File: config.mk
export PLATFORM = sky130hd
export DESIGN_NAME = peep_valve_time_regulator_unit_flat
export DESIGN_NICKNAME = d
export VERILOG_FILES = /design/src/rtl/pvtr_pkg.sv /design/src/rtl/pvtr_req_if.sv /design/src/rtl/pvtr_rsp_if.sv /design/src/rtl/pvtr_step.sv /design/src/rtl/peep_valve_time_regulator_unit.sv /design/src/flat_wrapper.sv
export SDC_FILE = /design/constraint.sdc
export NUM_CORES = 1
export LEC_CHECK = 0
export BUFFER_PORTS_ARGS = -buffer_cell sky130_fd_sc_hd__buf_2
export CAP_MARGIN = 20
export CORE_ASPECT_RATIO = 1.25
export CORE_MARGIN = 4
export CORE_UTILIZATION = 45
export DETAILED_ROUTE_END_ITERATION = 16
export PLACE_DENSITY = 0.65
export SLEW_MARGIN = 30
export SYNTH_ARGS = -nofsm -noshare
export SYNTH_HDL_FRONTEND = slang
export SYNTH_SLANG_ARGS = --single-unit
File: constraint.sdc
create_clock -name clk -period 15.7 [get_ports clk]
set_clock_uncertainty 0.2 [all_clocks]
set_input_delay 1.57 -clock clk [delete_from_list [all_inputs] [get_ports clk]]
set_output_delay 1.57 -clock clk [all_outputs]
set_load 0.05 [all_outputs]
File: src/rtl/pvtr_pkg.sv
// types, register indexes and constants of the peep valve time regulator
`timescale 1ns / 1ps

package pvtr_pkg;

  // configuration register indexes
  localparam logic [1:0] REG_TARGET_PEEP = 2'd0;
  localparam logic [1:0] REG_RESP_RATE   = 2'd1;
  localparam logic [1:0] REG_INSP_TIME   = 2'd2;

  // configuration reset values
  localparam logic [7:0]  TARGET_PEEP_RST = 8'd5;
  localparam logic [6:0]  RESP_RATE_RST   = 7'd12;
  localparam logic [15:0] INSP_TIME_RST   = 16'd1000;

  // mode thresholds
  localparam logic [6:0]  FAST_RATE      = 7'd30;
  localparam logic [15:0] SHORT_INSP_MAX = 16'd700;

  // open time limits
  localparam logic [10:0] OPEN_TIME_MAX = 11'd700;
  localparam logic [9:0]  OPEN_TIME_MIN = 10'd1;

  // step sizes
  localparam logic [6:0] UP_LARGE   = 7'd100;
  localparam logic [6:0] UP_MEDIUM  = 7'd40;
  localparam logic [6:0] UP_SMALL   = 7'd10;
  localparam logic [5:0] DOWN_LARGE = 6'd50;
  localparam logic [5:0] DOWN_MED   = 6'd30;
  localparam logic [5:0] DOWN_SMALL = 6'd10;

  // band edges around the target
  localparam logic [8:0] BAND_WIDE   = 9'd8;
  localparam logic [8:0] BAND_NARROW = 9'd2;

  // trim limits
  localparam logic [7:0] TRIM_FLOOR = 8'd3;
  localparam logic [7:0] TRIM_MAX   = 8'd255;

  // fast mode wait count at which a step is taken
  localparam logic [1:0] FAST_WAIT_GO = 2'd3;

  typedef struct packed {
    logic [7:0]  target_peep;
    logic [6:0]  resp_rate;
    logic [15:0] inspiration_time_ms;
  } cfg_t;

  typedef struct packed {
    logic [7:0] peep_trim;
    logic [1:0] slow_low_wait;
    logic [1:0] fast_high_wait;
    logic [1:0] fast_low_wait;
  } state_t;

  typedef struct packed {
    logic up;
    logic down;
    logic taken;
  } step_info_t;

endpackage

File: src/rtl/pvtr_req_if.sv
// request channel carrying one breath measurement
`timescale 1ns / 1ps

interface pvtr_req_if;
  logic       valid;
  logic       ready;
  logic [7:0] measured_peep;
  logic [7:0] peak_peep;
  logic [9:0] open_time;

  modport source (output valid, measured_peep, peak_peep, open_time, input ready);
  modport sink (input valid, measured_peep, peak_peep, open_time, output ready);
endinterface

File: src/rtl/pvtr_rsp_if.sv
// result channel carrying the adjusted open time and trim
`timescale 1ns / 1ps

interface pvtr_rsp_if;
  logic       valid;
  logic       ready;
  logic [9:0] new_open_time;
  logic [7:0] peep_trim;

  modport source (output valid, new_open_time, peep_trim, input ready);
  modport sink (input valid, new_open_time, peep_trim, output ready);
endinterface

File: src/rtl/pvtr_step.sv
// single step logic: band selection, wait counters, open time and trim update
`timescale 1ns / 1ps

module pvtr_step (
  input  pvtr_pkg::cfg_t       cfg,
  input  pvtr_pkg::state_t     st,
  input  logic [7:0]           measured_peep,
  input  logic [7:0]           peak_peep,
  input  logic [9:0]           open_time,
  output pvtr_pkg::state_t     st_next,
  output logic [9:0]           new_open_time,
  output pvtr_pkg::step_info_t info
);

  logic        fast;
  logic [7:0]  p;
  logic [8:0]  p9;
  logic [8:0]  tg9;
  logic        up_l, up_m, up_s, zero_band, dn_l, dn_m, dn_s;
  logic [6:0]  inc;
  logic [5:0]  dec;
  logic        is_up, is_down;
  logic [10:0] sum;
  logic [10:0] diff;
  logic        clamp;
  logic        sat;
  logic [1:0]  cnt;
  logic        go;

  // mode and choice of the pressure used
  assign fast = cfg.resp_rate >= pvtr_pkg::FAST_RATE;
  assign p    = (fast && (cfg.inspiration_time_ms <= pvtr_pkg::SHORT_INSP_MAX)) ?
                peak_peep : measured_peep;
  assign p9   = {1'b0, p};
  assign tg9  = {1'b0, cfg.target_peep};

  // band compares, lower edges written without going negative
  assign up_l      = p9 > (tg9 + pvtr_pkg::BAND_WIDE);
  assign up_m      = p9 > (tg9 + pvtr_pkg::BAND_NARROW);
  assign up_s      = p9 > tg9;
  assign zero_band = (p == 8'd0) && !up_s;
  assign dn_l      = (p9 + pvtr_pkg::BAND_WIDE) < tg9;
  assign dn_m      = (p9 + pvtr_pkg::BAND_NARROW) < tg9;
  assign dn_s      = p9 < tg9;

  // step size by band priority
  always_comb begin
    inc = 7'd0;
    dec = 6'd0;
    if (up_l) begin
      inc = pvtr_pkg::UP_LARGE;
    end else if (up_m) begin
      inc = pvtr_pkg::UP_MEDIUM;
    end else if (up_s) begin
      inc = pvtr_pkg::UP_SMALL;
    end else if (zero_band) begin
      dec = pvtr_pkg::DOWN_SMALL;
    end else if (dn_l) begin
      dec = pvtr_pkg::DOWN_LARGE;
    end else if (dn_m) begin
      dec = pvtr_pkg::DOWN_MED;
    end else if (dn_s) begin
      dec = pvtr_pkg::DOWN_SMALL;
    end
  end

  assign is_up   = up_s;
  assign is_down = !up_s && (zero_band || dn_s);

  // candidate open times
  assign sum   = {1'b0, open_time} + {4'd0, inc};
  assign diff  = {1'b0, open_time} - {5'd0, dec};
  assign clamp = ({1'b0, open_time} <= {5'd0, dec}) || (diff > pvtr_pkg::OPEN_TIME_MAX);
  assign sat   = fast ? (sum > pvtr_pkg::OPEN_TIME_MAX) : (sum >= pvtr_pkg::OPEN_TIME_MAX);

  // wait counters, open time and trim
  always_comb begin
    st_next       = st;
    new_open_time = open_time;
    cnt           = 2'd0;
    go            = 1'b0;
    if (is_up) begin
      go = 1'b1;
      if (fast) begin
        cnt                    = st.fast_high_wait + 2'd1;
        go                     = cnt == pvtr_pkg::FAST_WAIT_GO;
        st_next.fast_high_wait = go ? 2'd0 : cnt;
      end
      if (go) begin
        if (sat) begin
          new_open_time = pvtr_pkg::OPEN_TIME_MAX[9:0];
          if (st.peep_trim != 8'd0) begin
            st_next.peep_trim = st.peep_trim - 8'd1;
          end
        end else begin
          new_open_time = sum[9:0];
        end
      end
      if (st_next.peep_trim <= pvtr_pkg::TRIM_FLOOR) begin
        st_next.peep_trim = pvtr_pkg::TRIM_FLOOR;
      end
    end else if (is_down) begin
      if (fast) begin
        cnt                   = st.fast_low_wait + 2'd1;
        go                    = cnt == pvtr_pkg::FAST_WAIT_GO;
        st_next.fast_low_wait = go ? 2'd0 : cnt;
      end else begin
        cnt                   = st.slow_low_wait + 2'd1;
        go                    = zero_band ? (cnt > 2'd1) : (cnt > 2'd0);
        st_next.slow_low_wait = go ? 2'd0 : cnt;
      end
      if (go) begin
        new_open_time = clamp ? pvtr_pkg::OPEN_TIME_MIN : diff[9:0];
        if ((zero_band || clamp) && (st.peep_trim != pvtr_pkg::TRIM_MAX)) begin
          st_next.peep_trim = st.peep_trim + 8'd1;
        end
      end
    end
  end

  assign info.up    = is_up;
  assign info.down  = is_down;
  assign info.taken = go;

endmodule

File: src/rtl/peep_valve_time_regulator_unit.sv
// top level: configuration, request register, step logic and result register
`timescale 1ns / 1ps

// One request per breath. A request is taken into an input register, goes
// through the step logic and moves into the result register, which raises
// rsp.valid, once that register is empty or its result is being taken. The
// block takes one request every cycle while results are taken; the trim and
// the wait counters are updated as each request moves into the result
// register, which keeps consecutive requests in order. A full result
// register that is not taken holds the request behind it in the input
// register, and then req.ready falls.
// Configuration is written through cfg_write, cfg_index and cfg_data.
module peep_valve_time_regulator_unit (
  input  logic              clk,
  input  logic              rst,
  pvtr_req_if.sink          req,
  pvtr_rsp_if.source        rsp,
  input  logic              cfg_write,
  input  logic [1:0]        cfg_index,
  input  logic [15:0]       cfg_data
);

  pvtr_pkg::cfg_t       cfg;
  pvtr_pkg::state_t     st;
  pvtr_pkg::state_t     st_next;
  pvtr_pkg::step_info_t info;

  logic       in_valid;
  logic [7:0] in_measured;
  logic [7:0] in_peak;
  logic [9:0] in_open;
  logic       out_valid;
  logic [9:0] out_open;
  logic [7:0] out_trim;
  logic [9:0] step_open;
  logic       advance;

  // configuration registers
  always_ff @(posedge clk) begin
    if (rst) begin
      cfg.target_peep         <= pvtr_pkg::TARGET_PEEP_RST;
      cfg.resp_rate           <= pvtr_pkg::RESP_RATE_RST;
      cfg.inspiration_time_ms <= pvtr_pkg::INSP_TIME_RST;
    end else if (cfg_write) begin
      case (cfg_index)
        pvtr_pkg::REG_TARGET_PEEP: cfg.target_peep         <= cfg_data[7:0];
        pvtr_pkg::REG_RESP_RATE:   cfg.resp_rate           <= cfg_data[6:0];
        pvtr_pkg::REG_INSP_TIME:   cfg.inspiration_time_ms <= cfg_data;
        default: ;
      endcase
    end
  end

  // handshake between the two registers
  assign advance   = in_valid && (!out_valid || rsp.ready);
  assign req.ready = !in_valid || advance;

  // request register
  always_ff @(posedge clk) begin
    if (rst) begin
      in_valid <= 1'b0;
    end else if (req.ready) begin
      in_valid <= req.valid;
    end
  end

  always_ff @(posedge clk) begin
    if (req.valid && req.ready) begin
      in_measured <= req.measured_peep;
      in_peak     <= req.peak_peep;
      in_open     <= req.open_time;
    end
  end

  // step logic
  pvtr_step u_step (
    .cfg           (cfg),
    .st            (st),
    .measured_peep (in_measured),
    .peak_peep     (in_peak),
    .open_time     (in_open),
    .st_next       (st_next),
    .new_open_time (step_open),
    .info          (info)
  );

  // regulator state, updated as a request completes
  always_ff @(posedge clk) begin
    if (rst) begin
      st <= '0;
    end else if (advance) begin
      st <= st_next;
    end
  end

  // result register
  always_ff @(posedge clk) begin
    if (rst) begin
      out_valid <= 1'b0;
    end else if (advance) begin
      out_valid <= 1'b1;
    end else if (rsp.ready) begin
      out_valid <= 1'b0;
    end
  end

  always_ff @(posedge clk) begin
    if (advance) begin
      out_open <= step_open;
      out_trim <= st_next.peep_trim;
    end
  end

  assign rsp.valid         = out_valid;
  assign rsp.new_open_time = out_open;
  assign rsp.peep_trim     = out_trim;

  // a completing request always shows up as a result on the next edge
  a_advance_result: assert property (@(posedge clk) disable iff (rst)
    advance |=> rsp.valid)
    else $error("completed request did not reach the result register");

  // the input side only stalls behind a full, untaken result
  a_stall_cause: assert property (@(posedge clk) disable iff (rst)
    !req.ready |-> (in_valid && rsp.valid && !rsp.ready))
    else $error("request side stalled without a blocked result");

  // an upward band never leaves the trim below its floor
  a_trim_floor: assert property (@(posedge clk) disable iff (rst)
    (advance && info.up) |=> (rsp.peep_trim >= pvtr_pkg::TRIM_FLOOR))
    else $error("trim below floor after an upward band");

  // a step is only taken inside an upward or downward band
  a_step_band: assert property (@(posedge clk) disable iff (rst)
    (advance && info.taken) |-> (info.up || info.down))
    else $error("step taken outside any band");

  // wait counters clear when their step is taken
  a_wait_range: assert property (@(posedge clk) disable iff (rst)
    (st.fast_high_wait != pvtr_pkg::FAST_WAIT_GO) &&
    (st.fast_low_wait != pvtr_pkg::FAST_WAIT_GO) && (st.slow_low_wait <= 2'd1))
    else $error("wait counter out of range");

endmodule

File: src/flat_wrapper.sv
// flat-port wrapper written by rule: the top's interface ports become plain ports
module peep_valve_time_regulator_unit_flat 
  (clk, rst, cfg_write, cfg_index, cfg_data, req_valid, req_measured_peep, req_peak_peep, req_open_time, req_ready, rsp_valid, rsp_new_open_time, rsp_peep_trim, rsp_ready);
  pvtr_req_if req_i ();
  pvtr_rsp_if rsp_i ();
  input  logic clk;
  input  logic rst;
  input  logic cfg_write;
  input  logic [1:0] cfg_index;
  input  logic [15:0] cfg_data;
  input wire logic [$bits(req_i.valid)-1:0] req_valid;
  input wire logic [$bits(req_i.measured_peep)-1:0] req_measured_peep;
  input wire logic [$bits(req_i.peak_peep)-1:0] req_peak_peep;
  input wire logic [$bits(req_i.open_time)-1:0] req_open_time;
  output wire logic [$bits(req_i.ready)-1:0] req_ready;
  output wire logic [$bits(rsp_i.valid)-1:0] rsp_valid;
  output wire logic [$bits(rsp_i.new_open_time)-1:0] rsp_new_open_time;
  output wire logic [$bits(rsp_i.peep_trim)-1:0] rsp_peep_trim;
  input wire logic [$bits(rsp_i.ready)-1:0] rsp_ready;
  assign req_i.valid = req_valid;
  assign req_i.measured_peep = req_measured_peep;
  assign req_i.peak_peep = req_peak_peep;
  assign req_i.open_time = req_open_time;
  assign req_ready = req_i.ready;
  assign rsp_valid = rsp_i.valid;
  assign rsp_new_open_time = rsp_i.new_open_time;
  assign rsp_peep_trim = rsp_i.peep_trim;
  assign rsp_i.ready = rsp_ready;
  peep_valve_time_regulator_unit u_core (.clk(clk), .rst(rst), .req(req_i), .rsp(rsp_i), .cfg_write(cfg_write), .cfg_index(cfg_index), .cfg_data(cfg_data));
endmodule
# Yosys cells after proc, flatten, opt, wreduce, memory -nomap -nowiden
# Index checks and enable logic that the tools add are counted.
[classes]
addsub = 11
order_cmp = 15
eq_ne = 5
muxes = 39
n_bitwise = 2
n_reduce_logical = 24
[op_table]
columns = ["operator", "n"]
rows = [
  ["2-to-1 mux 8 bit", 9],
  ["2-to-1 mux 10 bit", 7],
  ["2-to-1 mux 6 bit", 6],
  ["greater-than comparator 11 x 10 -> 1 bit (second input constant)", 2],
  ["adder 8 x 2 -> 9 bit (second input constant)", 2],
  ["adder 8 x 4 -> 9 bit (second input constant)", 2],
  ["greater-than comparator 8 x 9 -> 1 bit", 2],
  ["< comparator 9 x 8 -> 1 bit", 2],
  ["<= comparator 16 x 10 -> 1 bit (second input constant)", 1],
  ["adder 10 x 7 -> 11 bit", 1],
  [">= comparator 11 x 10 -> 1 bit (second input constant)", 1],
  ["subtractor 10 x 6 -> 11 bit", 1],
  ["<= comparator 10 x 6 -> 1 bit", 1],
  ["2-to-1 mux 1 bit", 9],
  ["adder 8 x 1 -> 8 bit (second input constant)", 1],
  ["greater-than comparator 8 bit", 1],
  ["<= comparator 8 x 2 -> 1 bit (second input constant)", 1],
  ["zero test 8 bit", 1],
  ["< comparator 8 bit", 1],
  ["2-to-1 mux 2 bit", 4],
  ["2-to-1 mux 4 bit", 2],
  ["!= test 8 bit (second input constant)", 1],
  ["AND reduction 4 bit", 2],
  ["nonzero test 8 bit", 1],
  ["other kinds (16)", 35],
]
[totals]
reg_bits = 91
out_inout_bits = 20
word_cells = 110

# Longest topological paths before layout
[logic_depth]
depth_word = 20
ltp_mapped = 31
mapped_depth_nobuf = 29

# Cells and area by module
# A second synthesis with hierarchy kept.
[hier_totals]
cells_unflattened = 692
hier_area_um2 = 6354.8
[by_module_without_submodules]
columns = ["module", "instances", "cells_per_inst", "area_per_inst_um2", "seq_area_each_um2"]
rows = [
  ["peep_valve_time_regulator_unit", 1, 239, 3184.3, 2262.2],
  ["pvtr_step", 1, 453, 3170.5, 0.0],
]

# Worst setup path after synthesis
# OpenSTA, ideal clock, no wires.
[synth_timing]
path_kind = "flip-flop to flip-flop"
from = "register, netlist name u_core.cfg[0]"
to = "register u_core.out_trim[7], in the netlist u_core.rsp.peep_trim[7], data pin"
setup_ns = 0.255
arrival_ns = 6.023
required_time_ns = 15.245
setup_slack_ns = 9.222
path_stages_with_launch = 29
path_buffers = 2
period_less_slack_ns = 6.478
path_cell_list = "dfxtp_1 o311ai_1 o2111a_1 buf_4 mux2i_1 inv_1 ha_1 o21bai_1 a21o_1 a21o_1 a21o_1 a21o_1 a211oi_1 o22ai_1 nand2b_1 a31oi_1 ha_1 inv_1 fa_1 a211oi_1 o21ai_0 nor3_1 a31oi_1 o221ai_4 nor2_4 or4_1 buf_6 o22ai_1 o21ba_2"
[synth_rtl]
columns = ["item", "line", "rtl"]
rows = [
  ["end signal, assigned", "peep_valve_time_regulator_unit.sv:110", "out_trim <= st_next.peep_trim;"],
  ["end, declared", "peep_valve_time_regulator_unit.sv:34", "logic [7:0] out_trim;"],
]

==> flow_summary_export.csv <==
group,metric,value,unit
run_status,status,"complete, no violations",
route,drt_iter0_markers,374,
setup_path,path_class,"register to register",
route,routed_wl,14700,µm
route,num_vias,5302,
synthesis,synth_top_cells_by_area,"edfxtp_1 (21%), dfxtp_1 (15%), ha_1 (9.9%)",
setup_path,arrival,7.59,ns
setup_path,slowest_stage,"or4_1",
finish,fin_util,51.8,%
worst_hold_path,whs_path_depth,2,
timing,final.min_clock_period,7.67,ns
setup_path,start_kind,"register",
clocking,hold_buffers,0,
floorplan,rows,47,
finish,drive_above_1_share,14.4,%
floorplan,start_util,46.2,%
timing,worstMarginPinSlew,0.997,ns
synthesis,synth-seq-cells,90,
synthesis,synth_cell_types,76,
grt,grt.total_usage,19.1,%
power_and_ir_drop,pwr-share-clk,30.5,%
synthesis,synth_area_per_cell,8.84,µm²
setup_path,path_buf_inv,2,
synthesis,synth_common_cells,"nand2_1 (71), nor2_1 (62), a21oi_1 (57)",
synthesis,netlist_area,6170,µm²
synthesis,netlist_instances,698,
clocking,cts_buffers,9,
clocking,htreeDepth,3,
floorplan,pin_count,69,
synthesis,yosysMostFrequentCell,"nand2_1",
timing,final-hold-violation-count,0,
clocking,cts_sinks,90,
timing,slew_viol_final,0,
synthesis,synth_top_area_share,21.4,%
synthesis,synth_edf_count,44,
worst_hold_path,hold_class,"register to register",
synthesis,ys.flop_type,"dfxtp_1",
timing,timing.fmax,0.130,GHz
power_and_ir_drop,vdd.ir_drop.worst,62.4,µV
clocking,post_cts_buffers,0,
finish,seq_area,2240,µm²
clocking,clock_latency,0.36,ns
clocking,clockBufferDepth,2,
floorplan,die_y,139,µm
synthesis,synth_top_cell_by_area,"edfxtp_1",
route,antenna_left,0,
setup_path,cp_slowest_stage_delay,0.74,ns
setup_path,crit_path_start,"u_core.cfg[19]$_SDFFE_PP1P_",
timing,fin_crit_sh,48.9,%
timing,tns,0,ns
job,drv_cap,0,
grt,antenna_found_initial,0,
power_and_ir_drop,powerDensity,96.6,nW/µm²
route,route.detailed.drc,0,
clocking,clk_pin_slew,0.07,ns
finish,final_nets,850,
clocking,cts_root_buf,"clkbuf_16",
power_and_ir_drop,sw_frac_of_total,33.6,%
setup_path,r2r_setup_slack,8.03,ns
synthesis,syn-num-nets,798,
floorplan,die_area,15700,µm²
setup_path,end_kind,"register",
setup_path,reg2reg_from,"u_core.cfg[19]$_SDFFE_PP1P_",
floorplan,dieWidth,113,µm
finish,multi_input_area,3650,µm²
setup_path,path_common_cell,"a21o_1",
grt,grt_pass1_wl,24500,µm
floorplan,core-area,13300,µm²
power_and_ir_drop,internal_power,0.443,mW
route,viasPerCell,5.73,
grt,grt_pass1_vias,5206,
place,place.gp.congestion,0.913,
power_and_ir_drop,p_sw,0.224,mW
power_and_ir_drop,pwr-share-seq,41.3,%
timing,relSlewSlack,33.5,%
place,io_buffers,68,
route,routedWlPerCell,15.9,µm
setup_path,r2r_cells,27,
clocking,cts_resized,0,
timing,rsz0062_at_grt,"no",
setup_path,crit_cells,27,
power_and_ir_drop,p_leak,2.71,nW
finish,area_growth_syn_to_layout,12.0,%
setup_path,r2r_end,"u_core.rsp.peep_trim[7]$_DFFE_PP_",
finish,nFillCells,1244,
timing,setup_viol,0,
clocking,tritoncts,"yes",
setup_path,path_delay_family,"compound AO/OA/AOI/OAI gates",
power_and_ir_drop,p_total,0.667,mW
power_and_ir_drop,combPwrFrac,28.2,%
synthesis,ys_seq_area_share,36.3,%
grt,grt_max_degree,49,
setup_path,crit_fanout,9,
finish,diodes,0,
setup_path,crit_end,"u_core.rsp.peep_trim[7]$_DFFE_PP_",
synthesis,ys.warnings.count,0,
synthesis,ys_async_sr_fraction,0,%
setup_path,cp_data_required_time,15.61,ns
route,first_pass_iters,5,
place,hpwl,11300,µm
grt,overflow,0,
==> per-stage QoR <==
stage                     std cells  cell area (µm²)  setup slack (ns)  hold slack [ns]
after global placement          910             6630              8.36            0.242
after global routing            926             6910              7.42            0.292
after detailed placement        910             6630              8.09            0.248
after CTS                       926             6910              8.03            0.258
after floorplan                 698             6170              9.22            0.235
final                           926             6910              8.03            0.256
==> worst min path at each step <==
| stage | from | endpoint | slack, ns |
|---|---|---|---|
| after floorplan | u_core.cfg[18]$_SDFFE_PP1P_ | u_core.cfg[18]$_SDFFE_PP1P_ | 0.24 |
| after global placement | u_core.cfg[18]$_SDFFE_PP1P_ | u_core.cfg[18]$_SDFFE_PP1P_ | 0.24 |
| after detailed placement | u_core.cfg[1]$_SDFFE_PP0P_ | u_core.cfg[1]$_SDFFE_PP0P_ | 0.25 |
| after CTS | u_core.cfg[1]$_SDFFE_PP0P_ | u_core.cfg[1]$_SDFFE_PP0P_ | 0.26 |
| after global routing | u_core.cfg[0]$_SDFFE_PP0P_ | u_core.cfg[0]$_SDFFE_PP0P_ | 0.29 |
| final | u_core.cfg[1]$_SDFFE_PP0P_ | u_core.cfg[1]$_SDFFE_PP0P_ | 0.26 |
==> power by group through the flow <==
stage                     combinational, mW  clock [mW]  sequential, mW
final                                 0.188       0.203           0.276
after global routing                  0.210       0.217           0.278
after CTS                             0.187       0.209           0.276
after detailed placement              0.186           0           0.281
after global placement                0.182           0           0.281
after floorplan                       0.129           0           0.292
==> cell type report <==
cell class | count | area share [%]
repair buffers | 72 | 5.36
inverters | 41 | 2.23
flip-flops and latches | 90 | 32.4
clock buffers | 10 | 3.31
well taps | 171 | 3.10
clock inverters | 6 | 0.724
multi-input cells | 536 | 52.8
==> layer usage <==
metal	up-vias	routed length (µm)	track usage (%)	share of wire [%]
met4	0	429	10.1	2.9
met2	136	7580	33.2	51
li1	2661	-	-	-
met1	2479	6130	22.6	42
met5	-	0	0	0
met3	26	579	2.71	3.9
==> worst register-to-register path, delay by kind of cell (launching register included) <==
family	cells	cell delay, ns
AO/OA/AOI/OAI	15	3.62
adder cells (fa/ha/maj)	3	0.99
buffers and inverters	2	0.20
flip-flops	1	0.35
multiplexers	1	0.41
AND/OR/NAND/NOR	6	1.66
==> flip-flops by register name (all words and copies together) (netlist names) <==
register	cells
u_core.st	14
u_core.rsp.new_open_time	10
u_core.in_valid	1
u_core.in_measured	8
u_core.rsp.valid	1
u_core.cfg	30
u_core.in_open	10
u_core.in_peak	8
u_core.rsp.peep_trim	8
==> kinds of logic after synthesis <==
| logic type | Yosys count | synth area share, % |
|---|---|---|
| flip-flops | 90 | 36.3 |
| AND/OR/NAND/NOR | 248 | 20.0 |
| AO/OA/AOI/OAI | 184 | 20.4 |
| buffers and inverters | 72 | 4.64 |
| adder cells (fa/ha/maj) | 52 | 10.7 |
| XOR/XNOR | 31 | 4.40 |
| multiplexers | 21 | 3.47 |
==> layout by cell type, fill, tap and decap left out, types with 18 or more instances in the layout <==
cell      netlist  layout
buf_2           4      68
o21ai_0        27      27
dfxtp_1        46      46
mux2i_1        18      18
nand3_1        18      18
nor3_1         19      19
ha_1           49      49
edfxtp_1       44      44
inv_1          41      40
xnor2_1        23      23
a31oi_1        19      19
nor2_1         62      62
nand2_1        71      71
a21oi_1        57      57
(Power assumes the default switching activity.)
